## config.mk

```make
export PLATFORM = sky130hd
export DESIGN_NAME = tick_driven_calendar_clock
export DESIGN_NICKNAME = d
export VERILOG_FILES = /design/src/sv/tdcc_pkg.sv /design/src/sv/tick_driven_calendar_clock.sv /design/src/sv/tdcc_front.sv /design/src/sv/tdcc_cmd_fifo.sv /design/src/sv/tdcc_back.sv
export SDC_FILE = /design/constraint.sdc
export NUM_CORES = 2
export LEC_CHECK = 0
export ABC_AREA = 1
export BUFFER_PORTS_ARGS = -buffer_cell sky130_fd_sc_hd__buf_2
export CAP_MARGIN = 10
export CORE_UTILIZATION = 65
export DETAILED_ROUTE_END_ITERATION = 10
export PLACE_DENSITY = 0.83
export RECOVER_POWER = 50
export SYNTH_ARGS = -nofsm -noshare
export SYNTH_HDL_FRONTEND = slang
export SYNTH_HIERARCHICAL = 1
export SYNTH_SLANG_ARGS = --single-unit
```

## constraint.sdc

```tcl
create_clock -name clk -period 10.3 [get_ports clk]
set_clock_uncertainty 0.15 [all_clocks]
set_input_delay 1.545 -clock clk [delete_from_list [all_inputs] [get_ports clk]]
set_output_delay 1.545 -clock clk [all_outputs]
set_load 0.005 [all_outputs]
```

## src/sv/tdcc_pkg.sv

```systemverilog
// ----------------------------------------------------------------------------
// tdcc_pkg: shared types and constants for the tick driven calendar clock
// Item and result structs, calendar constants, BCD and month table helpers.
// ----------------------------------------------------------------------------
package tdcc_pkg;

  localparam int CMD_QUEUE_DEPTH = 2;

  localparam logic [15:0] TICKS_PER_SECOND_RESET = 16'd100;
  localparam logic [31:0] SECS_PER_MINUTE = 32'd60;
  localparam logic [31:0] SECS_PER_HOUR   = 32'd3600;
  localparam logic [31:0] SECS_PER_DAY    = 32'd86400;
  localparam logic [31:0] SECS_PER_YEAR   = 32'd31536000;
  localparam logic [31:0] CENTURY_SECS    = 32'd3153600000;
  localparam logic [11:0] YEAR_BASE       = 12'd2000;

  localparam logic FUNC_TICK = 1'b0;
  localparam logic FUNC_LOAD = 1'b1;

  typedef struct packed {
    logic       func;
    logic [7:0] bcd_second;
    logic [7:0] bcd_minute;
    logic [7:0] bcd_hour;
    logic [7:0] bcd_day;
    logic [7:0] bcd_month;
    logic [7:0] bcd_year;
  } in_item_t;

  typedef struct packed {
    logic [5:0]  second;
    logic [5:0]  minute;
    logic [4:0]  hour;
    logic [4:0]  day;
    logic [3:0]  month;
    logic [11:0] year;
  } out_item_t;

  // Classified command between front and back; fields already binary.
  typedef struct packed {
    logic       is_load;
    logic [7:0] second;
    logic [7:0] minute;
    logic [7:0] hour;
    logic [8:0] day_of_year;
    logic [7:0] year;
  } cmd_t;

  // Nibbles above 9 are weighted as is (high * 10 + low).
  function automatic logic [7:0] bcd_value(input logic [7:0] b);
    logic [7:0] hi;
    hi = {4'b0, b[7:4]};
    return (hi << 3) + (hi << 1) + {4'b0, b[3:0]};
  endfunction

  // First day of each month, zero based, 365 day year.
  function automatic logic [8:0] month_start(input logic [3:0] idx);
    logic [8:0] d;
    case (idx)
      4'd0:    d = 9'd0;
      4'd1:    d = 9'd31;
      4'd2:    d = 9'd59;
      4'd3:    d = 9'd90;
      4'd4:    d = 9'd120;
      4'd5:    d = 9'd151;
      4'd6:    d = 9'd181;
      4'd7:    d = 9'd212;
      4'd8:    d = 9'd243;
      4'd9:    d = 9'd273;
      4'd10:   d = 9'd304;
      4'd11:   d = 9'd334;
      default: d = 9'd0;
    endcase
    return d;
  endfunction

endpackage

```

## src/sv/tick_driven_calendar_clock.sv

```systemverilog
// ----------------------------------------------------------------------------
// tick_driven_calendar_clock: seconds counter with calendar readout
// Counts timer ticks into seconds since 2000-01-01 (365 day years, wraps
// after 2099); loads from BCD fields; returns binary date and time per item.
// ----------------------------------------------------------------------------
// Each transaction (tick or BCD load) returns one result: the date and time
// after the update. The time unit takes the command, splits the count into
// year, day, hour and minute, each quotient by a reciprocal multiply
// estimate, a multiply-subtract and one correction, and registers the
// result; a load first sums the weighted fields and applies the century wrap.
// Items are handled one at a time; a command queue of QUEUE_DEPTH entries in
// front and a result register behind let either side stall on its own.
// ticks_per_second of zero counts 65536.
module tick_driven_calendar_clock #(
  parameter int QUEUE_DEPTH = tdcc_pkg::CMD_QUEUE_DEPTH
) (
  input  logic                clk,
  input  logic                rst,
  input  logic                push,
  output logic                full,
  input  tdcc_pkg::in_item_t  item,
  output logic                empty,
  input  logic                pop,
  output tdcc_pkg::out_item_t result,
  input  logic                cfg_we,
  input  logic [15:0]         cfg_data
);
  import tdcc_pkg::*;

  logic [15:0] ticks_per_second;
  cmd_t        front_cmd;
  cmd_t        queue_cmd;
  logic        queue_empty;
  logic        queue_pop;

  always_ff @(posedge clk) begin
    if (rst) begin
      ticks_per_second <= TICKS_PER_SECOND_RESET;
    end else if (cfg_we) begin
      ticks_per_second <= cfg_data;
    end
  end

  tdcc_front u_front (
    .item (item),
    .cmd  (front_cmd)
  );

  tdcc_cmd_fifo #(
    .DEPTH (QUEUE_DEPTH)
  ) u_queue (
    .clk   (clk),
    .rst   (rst),
    .push  (push),
    .wdata (front_cmd),
    .full  (full),
    .pop   (queue_pop),
    .rdata (queue_cmd),
    .empty (queue_empty)
  );

  tdcc_back u_back (
    .clk              (clk),
    .rst              (rst),
    .ticks_per_second (ticks_per_second),
    .cmd_empty        (queue_empty),
    .cmd              (queue_cmd),
    .cmd_pop          (queue_pop),
    .res_pop          (pop),
    .res_empty        (empty),
    .res              (result)
  );

endmodule

```

## src/sv/tdcc_front.sv

```systemverilog
// ----------------------------------------------------------------------------
// tdcc_front: item decoder
// Turns an input item into a command: BCD fields to binary, month clamped
// to 1..12, day zero taken as one, both folded into a zero based day of year.
// ----------------------------------------------------------------------------
module tdcc_front (
  input  tdcc_pkg::in_item_t item,
  output tdcc_pkg::cmd_t     cmd
);
  import tdcc_pkg::*;

  logic [7:0] dom;
  logic [7:0] mon;
  logic [3:0] mon_idx;
  logic [7:0] dom_idx;

  always_comb begin
    dom = bcd_value(item.bcd_day);
    mon = bcd_value(item.bcd_month);
    dom_idx = (dom == 8'd0) ? 8'd0 : dom - 8'd1;
    if (mon <= 8'd1) begin
      mon_idx = 4'd0;
    end else if (mon >= 8'd12) begin
      mon_idx = 4'd11;
    end else begin
      mon_idx = 4'(mon - 8'd1);
    end
    cmd.is_load     = (item.func == FUNC_LOAD);
    cmd.second      = bcd_value(item.bcd_second);
    cmd.minute      = bcd_value(item.bcd_minute);
    cmd.hour        = bcd_value(item.bcd_hour);
    cmd.day_of_year = {1'b0, dom_idx} + month_start(mon_idx);
    cmd.year        = bcd_value(item.bcd_year);
  end

endmodule

```

## src/sv/tdcc_cmd_fifo.sv

```systemverilog
// ----------------------------------------------------------------------------
// tdcc_cmd_fifo: command queue
// Small first-in first-out queue between the decoder and the time unit.
// ----------------------------------------------------------------------------
module tdcc_cmd_fifo #(
  parameter int DEPTH = tdcc_pkg::CMD_QUEUE_DEPTH
) (
  input  logic           clk,
  input  logic           rst,
  input  logic           push,
  input  tdcc_pkg::cmd_t wdata,
  output logic           full,
  input  logic           pop,
  output tdcc_pkg::cmd_t rdata,
  output logic           empty
);
  import tdcc_pkg::*;

  localparam int AW = (DEPTH > 1) ? $clog2(DEPTH) : 1;
  localparam int CW = $clog2(DEPTH + 1);
  localparam logic [AW-1:0] LAST = AW'(DEPTH - 1);
  localparam logic [CW-1:0] FULL_COUNT = CW'(DEPTH);

  cmd_t          mem [DEPTH];
  logic [AW-1:0] wr_ptr;
  logic [AW-1:0] rd_ptr;
  logic [CW-1:0] count;
  logic          do_push;
  logic          do_pop;

  assign full    = (count == FULL_COUNT);
  assign empty   = (count == '0);
  assign do_push = push && !full;
  assign do_pop  = pop && !empty;
  assign rdata   = mem[rd_ptr];

  always_ff @(posedge clk) begin
    if (do_push) begin
      mem[wr_ptr] <= wdata;
    end
  end

  always_ff @(posedge clk) begin
    if (rst) begin
      wr_ptr <= '0;
      rd_ptr <= '0;
      count  <= '0;
    end else begin
      if (do_push) begin
        wr_ptr <= (wr_ptr == LAST) ? '0 : wr_ptr + AW'(1);
      end
      if (do_pop) begin
        rd_ptr <= (rd_ptr == LAST) ? '0 : rd_ptr + AW'(1);
      end
      if (do_push && !do_pop) begin
        count <= count + CW'(1);
      end else if (do_pop && !do_push) begin
        count <= count - CW'(1);
      end
    end
  end

endmodule

```

## src/sv/tdcc_back.sv

```systemverilog
// ----------------------------------------------------------------------------
// tdcc_back: time unit
// Holds the prescaler and second count, applies ticks and loads, and splits
// the count into calendar fields by reciprocal multiplication with a
// one-step correction.
// ----------------------------------------------------------------------------
module tdcc_back (
  input  logic                clk,
  input  logic                rst,
  input  logic [15:0]         ticks_per_second,
  input  logic                cmd_empty,
  input  tdcc_pkg::cmd_t      cmd,
  output logic                cmd_pop,
  input  logic                res_pop,
  output logic                res_empty,
  output tdcc_pkg::out_item_t res
);
  import tdcc_pkg::*;

  localparam logic [2:0] ST_IDLE = 3'd0;
  localparam logic [2:0] ST_LOAD = 3'd1;
  localparam logic [2:0] ST_WRAP = 3'd2;
  localparam logic [2:0] ST_DIV  = 3'd3;
  localparam logic [2:0] ST_DONE = 3'd4;

  localparam logic [1:0] PH_YEAR = 2'd0;
  localparam logic [1:0] PH_DAY  = 2'd1;
  localparam logic [1:0] PH_HOUR = 2'd2;
  localparam logic [1:0] PH_MIN  = 2'd3;

  localparam logic [1:0] STEP_EST = 2'd0;
  localparam logic [1:0] STEP_SUB = 2'd1;
  localparam logic [1:0] STEP_FIX = 2'd2;

  // floor(2^k / divisor), k covering the dividend range of each stage, so the
  // estimate is the quotient or one below it
  localparam logic [8:0] YEAR_RECIP = 9'd136;  // k = 32
  localparam logic [8:0] DAY_RECIP  = 9'd388;  // k = 25
  localparam logic [8:0] HOUR_RECIP = 9'd36;   // k = 17
  localparam logic [8:0] MIN_RECIP  = 9'd68;   // k = 12

  localparam logic [2:0] TERM_SEC  = 3'd0;
  localparam logic [2:0] TERM_MIN  = 3'd1;
  localparam logic [2:0] TERM_HOUR = 3'd2;
  localparam logic [2:0] TERM_DAY  = 3'd3;
  localparam logic [2:0] TERM_YEAR = 3'd4;

  logic [2:0]  state;
  logic [1:0]  phase;
  logic [1:0]  step;
  logic [2:0]  term;
  cmd_t        cmd_q;
  logic [32:0] acc;
  logic [15:0] prescaler;
  logic [31:0] elapsed;
  logic [31:0] rem;
  logic [8:0]  q;
  logic [6:0]  years;
  logic [8:0]  yday;
  logic [4:0]  hours;
  logic [5:0]  minutes;
  logic        res_valid;
  out_item_t   res_q;

  logic [24:0] div_c;
  logic [8:0]  recip;
  logic [40:0] est_prod;
  logic [8:0]  q_est;
  logic [33:0] qd;
  logic        fix;
  logic [8:0]  q_fix;
  logic [16:0] limit;
  logic [16:0] presc_inc;
  logic        second_done;
  logic [31:0] elapsed_tick;
  logic [8:0]  operand;
  logic [24:0] weight;
  logic [33:0] product;
  logic [33:0] acc_sum;
  logic [32:0] wrapped;
  logic [3:0]  mi;
  out_item_t   res_calc;
  logic        res_free;

  assign cmd_pop   = (state == ST_IDLE) && !cmd_empty;
  assign res_empty = !res_valid;
  assign res       = res_q;
  assign res_free  = !res_valid || res_pop;

  // divisor and reciprocal of the current stage
  always_comb begin
    case (phase)
      PH_YEAR: begin
        div_c = SECS_PER_YEAR[24:0];
        recip = YEAR_RECIP;
      end
      PH_DAY: begin
        div_c = SECS_PER_DAY[24:0];
        recip = DAY_RECIP;
      end
      PH_HOUR: begin
        div_c = SECS_PER_HOUR[24:0];
        recip = HOUR_RECIP;
      end
      default: begin
        div_c = SECS_PER_MINUTE[24:0];
        recip = MIN_RECIP;
      end
    endcase
  end

  assign est_prod = {9'b0, rem} * {32'b0, recip};

  always_comb begin
    case (phase)
      PH_YEAR: q_est = est_prod[40:32];
      PH_DAY:  q_est = est_prod[33:25];
      PH_HOUR: q_est = est_prod[25:17];
      default: q_est = est_prod[20:12];
    endcase
  end

  assign qd    = {25'b0, q} * {9'b0, div_c};
  assign fix   = (rem >= {7'b0, div_c});
  assign q_fix = fix ? q + 9'd1 : q;

  // a register value of zero means 65536 ticks
  assign limit        = (ticks_per_second == 16'd0) ? 17'h10000 : {1'b0, ticks_per_second};
  assign presc_inc    = {1'b0, prescaler} + 17'd1;
  assign second_done  = (presc_inc >= limit);
  assign elapsed_tick = !second_done ? elapsed :
                        (elapsed == CENTURY_SECS - 32'd1) ? 32'd0 : elapsed + 32'd1;

  // load sum: one weighted term per cycle
  always_comb begin
    case (term)
      TERM_SEC: begin
        operand = {1'b0, cmd_q.second};
        weight  = 25'd1;
      end
      TERM_MIN: begin
        operand = {1'b0, cmd_q.minute};
        weight  = SECS_PER_MINUTE[24:0];
      end
      TERM_HOUR: begin
        operand = {1'b0, cmd_q.hour};
        weight  = SECS_PER_HOUR[24:0];
      end
      TERM_DAY: begin
        operand = cmd_q.day_of_year;
        weight  = SECS_PER_DAY[24:0];
      end
      TERM_YEAR: begin
        operand = {1'b0, cmd_q.year};
        weight  = SECS_PER_YEAR[24:0];
      end
      default: begin
        operand = 9'd0;
        weight  = 25'd0;
      end
    endcase
  end

  assign product = {25'b0, operand} * {9'b0, weight};
  assign acc_sum = {1'b0, acc} + product;
  // load total stays below two centuries
  assign wrapped = (acc >= {1'b0, CENTURY_SECS}) ? acc - {1'b0, CENTURY_SECS} : acc;

  always_comb begin
    mi = 4'd0;
    for (int i = 1; i < 12; i++) begin
      if (yday >= month_start(4'(i))) mi = 4'(i);
    end
    res_calc.second = rem[5:0];
    res_calc.minute = minutes;
    res_calc.hour   = hours;
    res_calc.day    = 5'(yday - month_start(mi) + 9'd1);
    res_calc.month  = mi + 4'd1;
    res_calc.year   = YEAR_BASE + {5'b0, years};
  end

  always_ff @(posedge clk) begin
    if (rst) begin
      state     <= ST_IDLE;
      prescaler <= '0;
      elapsed   <= '0;
      res_valid <= 1'b0;
    end else begin
      if (res_pop && res_valid && (state != ST_DONE)) begin
        res_valid <= 1'b0;
      end
      case (state)
        ST_IDLE: begin
          if (!cmd_empty) begin
            cmd_q <= cmd;
            if (cmd.is_load) begin
              acc   <= '0;
              term  <= TERM_SEC;
              state <= ST_LOAD;
            end else begin
              prescaler <= second_done ? 16'd0 : presc_inc[15:0];
              elapsed   <= elapsed_tick;
              rem       <= elapsed_tick;
              step      <= STEP_EST;
              phase     <= PH_YEAR;
              state     <= ST_DIV;
            end
          end
        end
        ST_LOAD: begin
          acc <= acc_sum[32:0];
          if (term == TERM_YEAR) begin
            state <= ST_WRAP;
          end else begin
            term <= term + 3'd1;
          end
        end
        ST_WRAP: begin
          prescaler <= '0;
          elapsed   <= wrapped[31:0];
          rem       <= wrapped[31:0];
          step      <= STEP_EST;
          phase     <= PH_YEAR;
          state     <= ST_DIV;
        end
        ST_DIV: begin
          case (step)
            STEP_EST: begin
              q    <= q_est;
              step <= STEP_SUB;
            end
            STEP_SUB: begin
              rem  <= rem - qd[31:0];
              step <= STEP_FIX;
            end
            default: begin
              // estimate was one short: take one more divisor off
              if (fix) begin
                rem <= rem - {7'b0, div_c};
              end
              step <= STEP_EST;
              case (phase)
                PH_YEAR: begin
                  years <= q_fix[6:0];
                  phase <= PH_DAY;
                end
                PH_DAY: begin
                  yday  <= q_fix;
                  phase <= PH_HOUR;
                end
                PH_HOUR: begin
                  hours <= q_fix[4:0];
                  phase <= PH_MIN;
                end
                default: begin
                  minutes <= q_fix[5:0];
                  state   <= ST_DONE;
                end
              endcase
            end
          endcase
        end
        ST_DONE: begin
          if (res_free) begin
            res_q     <= res_calc;
            res_valid <= 1'b1;
            state     <= ST_IDLE;
          end
        end
        default: begin
          state <= ST_IDLE;
        end
      endcase
    end
  end

endmodule

```

### Word level (Yosys, flattened, before mapping)

Memory sizes are Yosys's and may differ from the RTL's. A register that Yosys moved wholly into a read port is not among the register bits.
Index checks and enable logic that the tools add are counted.

* register bits after elaboration: 259
* memories kept: 3
* word-level logic and storage cells: 217
* bits in writable memories: 84
* output and inout port bits: 40
* ROM bits: 288
* input port bits: 70

Memories
* (no name shown): depth 16, width 9, rd ports 1, clocked after memory_dff 0, write ports 0, RTL line tdcc_pkg.sv:59 `case (idx)`
* (no name shown): depth 16, width 9, rd ports 1, clocked after memory_dff 0, write ports 0, RTL line tdcc_pkg.sv:59
* u_queue.mem: depth 2, width 42, rd ports 1, clocked after memory_dff 1, write ports 1, RTL line tdcc_cmd_fifo.sv:24 `cmd_t mem [DEPTH];`

* add/sub/neg operators: 31
* muxes and demuxes: 66
* $mul: 3
* reduce and logical (&&, ||, !) cells: 40
* order comparisons: 16
* bitwise gates (word level): 4
* eq/ne operators: 25

Operators by type and width (count)
* $mux W32: 6
* $pmux W32 S2: 2
* $pmux W25 S5: 1
* $pmux W32 S3: 1
* $pmux W25 S3: 1
* $mux W33: 2
* $pmux W33 S2: 1
* $pmux W9 S3: 2
* $add A7 B5 Y8: 6
* $add A8 B4 Y8: 6
* $mux W16: 3
* $pmux W9 S5: 1
* $mul A32 B9 Y41: 1
* $ge A9 B8 Y1 const B: 4
* $mux W3: 12
* $add A33 B33 Y33: 1
* $ge A33 B32 Y1 const B: 1
* $mul A9 B25 Y33: 1
* $add A32 B1 Y32 const B: 1
* $eq A32 B32 Y1 const B: 1
* $ge A32 B25 Y1: 1
* $mul A9 B25 Y32: 1
* $pmux W16 S2: 1
* $sub A32 B25 Y32: 1
* 58 further kinds: 127

### Depth between registers and ports, before layout

An unclocked memory read counts as a cell.

* word-level depth: 15
* depth in mapped cells: 31
* mapped depth without buffers: 30

### By module

Netlist, hierarchy kept.

Modules (own cells, without submodules)
* tdcc_back: area each 34618.2 µm², sequential area each 6596.3 µm², instances 1, cells each 4640
* tdcc_cmd_fifo: area each 3487.1 µm², sequential area each 2622.5 µm², instances 1, cells each 168
* tdcc_front: area each 2351.0 µm², sequential area each 0.0 µm², instances 1, cells each 325
* tick_driven_calendar_clock: area each 651.9 µm², sequential area each 320.3 µm², instances 1, cells each 96

### Worst setup path after synthesis

Ideal clock, no wire load.

* path type: flip-flop to flip-flop
* from: register u_back.phase[0]
* to: register u_back.rem[29] (data pin)
* path slack: 3786 ps
* buffers on the path: 2
* stages on the path, launching flop included: 26
* library setup time: 259 ps
* required time: 9891 ps
* clock period less this slack: 6514 ps
* data arrival time: 6105 ps
* cells stage by stage: edfxtp_1 > ha_1 > clkbuf_1 > a21oi_1 > inv_1 > clkbuf_1 > nor2_1 > inv_1 > fa_1 > fa_1 > fa_1 > fa_1 > inv_1 > fa_1 > inv_1 > ha_1 > a21oi_1 > o21ai_0 > a21boi_0 > nor2_1 > nor2_1 > nand2_1 > nand2_1 > nand3_1 > nand2_1 > nand3_1

* longest elaborated chain between the ends: 6
* elaborated cells between the ends (all ways): 10
* classes of those cells: add/sub (2); mul (1); eq/ne (2); mux (4); reduce/logical (1)

RTL lines
* start: declaration: RTL line tdcc_back.sv:49 `logic [1:0] phase;`
* start signal: assignment: RTL line tdcc_back.sv:205 `phase <= PH_YEAR;`
* start signal: assignment: RTL line tdcc_back.sv:223 `phase <= PH_YEAR;`
* start signal: assignment: RTL line tdcc_back.sv:245 `phase <= PH_DAY;`
* $eq A2 B2 Y1, or another cell as far along: RTL line tdcc_back.sv:92 `case (phase)`
* $pmux W25 S3 (*): RTL line tdcc_back.sv:92
* $mul A9 B25 Y32 or $sub A32 B25 Y32 (tied branches): RTL line tdcc_back.sv:123, tdcc_back.sv:239
* $sub A32 B32 Y32 or $mux W32 (tied branches): RTL line tdcc_back.sv:233, tdcc_back.sv:238
* $pmux W32 S2 (*): RTL line tdcc_back.sv:227 `case (step)`
* $pmux W32 S3 (*): RTL line tdcc_back.sv:192 `case (state)`
* end signal: assignment: RTL line tdcc_back.sv:203 `rem <= elapsed_tick;`
* end signal: assignment: RTL line tdcc_back.sv:233 `rem <= rem - qd[31:0];`
* end signal: assignment: RTL line tdcc_back.sv:239 `rem <= rem - {7'b0, div_c};`
* end: declaration: RTL line tdcc_back.sv:56 `logic [31:0] rem;`

Mark *: on every way between the ends. The rest lies on a longest branch, timed or not. The select of a mux whose other input is x is not followed.
A chain may end at the register's enable or synchronous reset.

### Worst setup path in the final report

* from: register u_back.term[0]
* to: register u_back.acc[19] (data pin)

* longest elaborated chain between the ends: 5
* elaborated cells between the ends (all ways): 10
* classes of those cells: add/sub (1); mul (1); eq/ne (4); mux (3); reduce/logical (1)

RTL lines
* start: declaration: RTL line tdcc_back.sv:51 `logic [2:0] term;`
* start signal: assignment: RTL line tdcc_back.sv:215 `term <= term + 3'd1;`
* $eq A3 B3 Y1, or another cell as far along: RTL line tdcc_back.sv:136 `case (term)`
* $pmux W9 S5 or $pmux W25 S5 (tied branches): RTL line tdcc_back.sv:136
* $mul A9 B25 Y33 (*): RTL line tdcc_back.sv:164 `assign product = {25'b0, operand} * {9'b0, weight};`
* $add A33 B33 Y33 (*): RTL line tdcc_back.sv:165 `assign acc_sum = {1'b0, acc} + product;`
* $pmux W33 S2 (*): RTL line tdcc_back.sv:192
* end signal: assignment: RTL line tdcc_back.sv:211 `acc <= acc_sum[32:0];`
* end: declaration: RTL line tdcc_back.sv:53 `logic [32:0] acc;`

Mark *: on every way between the ends. The rest lies on a longest branch, timed or not.

==> metrics.md <==
| Metric | Value |
|---|---|
| Grt total ovfl | 0 |
| Initial Util | 0.662 |
| Slowest CP cell | fa_1 |
| Area delta synth->final | 5.81% |
| Mapped Nets | 6104 |
| Achievable frequency | about 130 MHz |
| Share of layout cells above drive strength 1 | 0.0468 |
| Slew headroom | -0.710 |
| Post-Synthesis Cells | about 5200 |
| Port bufs | 109 |
| Failing checks | capacitance limit, slew limit |
| DIE AREA | 0.0643 mm² |
| Startpoint types | register |
| Fill cells | 5126 |
| Largest cells by area after synthesis | edfxtp_1, fa_1, ha_1, inv_1, nand2_1 |
| Core area | 0.0621 mm² |
| Synth async-reset ratio | 0 |
| First-iteration detailed-routing DRC count | 3521 |
| Clock root cell | clkbuf_16 |
| Synth area leader | edfxtp_1 |
| R2r setup slk | 2.32 ns |
| CP Capture Type | register |
| Gpl congestion | just over 1 |
| DP HPWL | 102000 µm |
| Clock transition at the registers of the reported paths | 0.06 ns |
| Worst min-delay path class | register to register |
| CP startpoint | u_back/term[0] |
| Die Ht | between 200 and 300 µm |
| Ys Warns | 6 |
| Cell with the most instances after synthesis | inv_1 |
| Worst reg2reg startpoint | u_back/term[0] |
| I/O Pins | 110 |
| Yosys reg bits | between 300 and 400 |
| Initial antenna violation count | 2 |
| Final net count | 6169 |
| Endpoints failing setup | 0 |
| Clock sink count | 342 |
| Status | finished with violations |
| # DRC | 0 |
| Hold Path Origin | u_back/minutes[3] |
| Clk buf depth | 3 |
| WS Path Type | register to register |
| Setup bufs post-CTS | 0 |
| Htree depth | 2 |
| Tmin final | 7.98 ns |
| Reg area | 0.00954 mm² |
| Routed WL per cell | slightly above 20 µm |
| Row count | 91 |
| Worst Max-Slew Pin Slew | 2.57 ns |
| RSZ-0062 raised after global routing | false |
| Die width | 253 µm |
| Number of flops mapped to enable cells by yosys | 269 |
| Crit path DAT | 8.22 ns |
| Router iterations before antenna repair | 6 |
| Setup_tns | 0 ns |
| Largest fanout on the critical path | 11 |
| CTS tree | done |
| Top post-synthesis cells by count | inv_1, nand2_1, nor2_1 |
| CP max stage delay | 0.60 ns |
| Cells on worst reg2reg path | 26 |
| Final Hold Vio Count | 0 |
| Yosys top cell area share | 0.196 |
| Post-synth cell types | just over 70 |
| Post-cts sizing count | 0 |
| Detailed-route wire length | about 130000 µm |
| Worst-Skew Late Latency | ~0.60 ns |
| First-pass GRT wire length | between 150000 and 200000 µm |
| CP required | 10.54 ns |
| Max-cap violations | 7 |
| Worst setup endpoint | u_back/acc[19] |
| Vias per Instance | 5.73 |
| Vias in the first global route | approximately 35000 |
| CTS buffer count | 40 |
| Area of the multi-input gates | 0.0265 mm² |
| Post-synthesis sequential area ratio | 0.232 |
| Pin count of the biggest net entering global routing | 52 |
| Hold_buf cts | 0 |
| Routed Antenna Nets | 0 |
| Mapped Area | 0.0411 mm² |
| Tcrit/Tclk final | 0.775 |
| Via Count | around 35000 |
| GRT Util Overall | 0.401 |
| Fin. max-slew vios | 280 |
| Prevailing post-synth register cell | edfxtp_1 |
| Mean area per synthesized cell | 7.86 µm² |
| RR Endpoint | u_back/acc[19] |
## area by class of cell
| class | instances | area share |
|---|---|---|
| Antenna cell | 2 | 0.000115 |
| Clock buffer | 54 | 0.0251 |
| Clock inverter | 20 | 0.00745 |
| Inverter | 1138 | 0.0983 |
| Multi-Input combinational cell | 3636 | 0.610 |
| Sequential cell | 342 | 0.219 |
| Tap cell | 837 | 0.0241 |
| Timing Repair Buffer | 136 | 0.0155 |
## sequential cells by signal, indices dropped and copies added (netlist names), 5 cells and up, named ones only
| register | flops |
|---|---|
| u_back/elapsed | 32 |
| u_back/prescaler | 16 |
| u_back/rem | 32 |
| u_back/minutes | 6 |
| u_back/acc | 33 |
| u_back/yday | 9 |
| u_back/cmd_q | 41 |
| u_back/hours | 5 |
| ticks_per_second | 16 |
| u_back/res | 36 |
| u_queue/mem | 84 |
| u_back/years | 7 |
| u_back/q | 9 |
## metrics by stage
stage / instances / cell area, µm² / hold slack (ns) / setup slack (ns) / utilization
2_1_floorplan: 5229 / 41100 / 0.250 / 3.79 / -
3_3_place_gp: 6089 / 42300 / 0.250 / 2.77 / 0.682
3_5_place_dp: 6089 / 42300 / 0.255 / 2.57 / 0.682
4_1_cts: 6163 / 43700 / 0.268 / 2.49 / 0.705
5_1_grt: 6163 / 43500 / 0.276 / 1.92 / 0.701
6_report: 6165 / 43500 / 0.269 / 2.32 / 0.701
## cells by family after synthesis
| kind of cell | count (synthesis) | synth area share |
|---|---|---|
| xor+xnor | 119 | 0.0254 |
| mux | 42 | 0.0152 |
| fa+ha+maj | 805 | 0.313 |
| flops | 342 | 0.232 |
| buf+inv | 1251 | 0.120 |
| compound gates | 607 | 0.0843 |
| simple gates | 2063 | 0.211 |
## worst max-delay path: cells and delay by family (launching register included)
kind	cells	cell delay [ns]
buf+inv	6	0.81
flops	1	0.41
compound gates	6	1.43
simple gates	7	1.78
fa+ha+maj	7	3.20
## worst min path at each step
stage | cells after the start | slack (ns) | end
2_1_floorplan | 0 | 0.25 | u_back/res[0]
3_5_place_dp | 0 | 0.25 | u_back/res[29]
4_1_cts | 0 | 0.27 | u_back/res[29]
5_1_grt | 0 | 0.28 | u_back/res[29]
6_report | 0 | 0.27 | u_back/res[29]
3_3_place_gp | 0 | 0.25 | u_back/res[22]
## layer usage
| layer | vias to the layer above | GRT usage | routed length [µm] |
|---|---|---|---|
| met1 | 16500 | 0.489 | 47400 |
| met5 | - | 0 | 13 |
| met4 | 2 | 0.259 | 9400 |
| met3 | 466 | 0.0732 | 11300 |
| li1 | 16600 | - | - |
| met2 | 1788 | 0.652 | 58100 |
## cell usage in the layout (no fill, tap or decap), types with 17 or more instances in the layout
cell,count
o21ai_1,17
edfxtp_1,269
nor3_1,75
nand3b_1,18
inv_1,1115
clkbuf_1,52
xnor2_1,35
dfxtp_1,72
a21oi_1,280
o21bai_1,18
xor2_1,84
buf_2,76
nand2_1,1050
inv_2,17
nand3_1,256
nor2_1,543
o21a_1,20
buf_4,18
fa_1,372
ha_1,431
mux2_1,39
clkbuf_16,40
o21ai_0,169
nand4_1,50
Power is not shown: default switching activity piles up to over one toggle a cycle in this logic, so the estimate is an artifact.
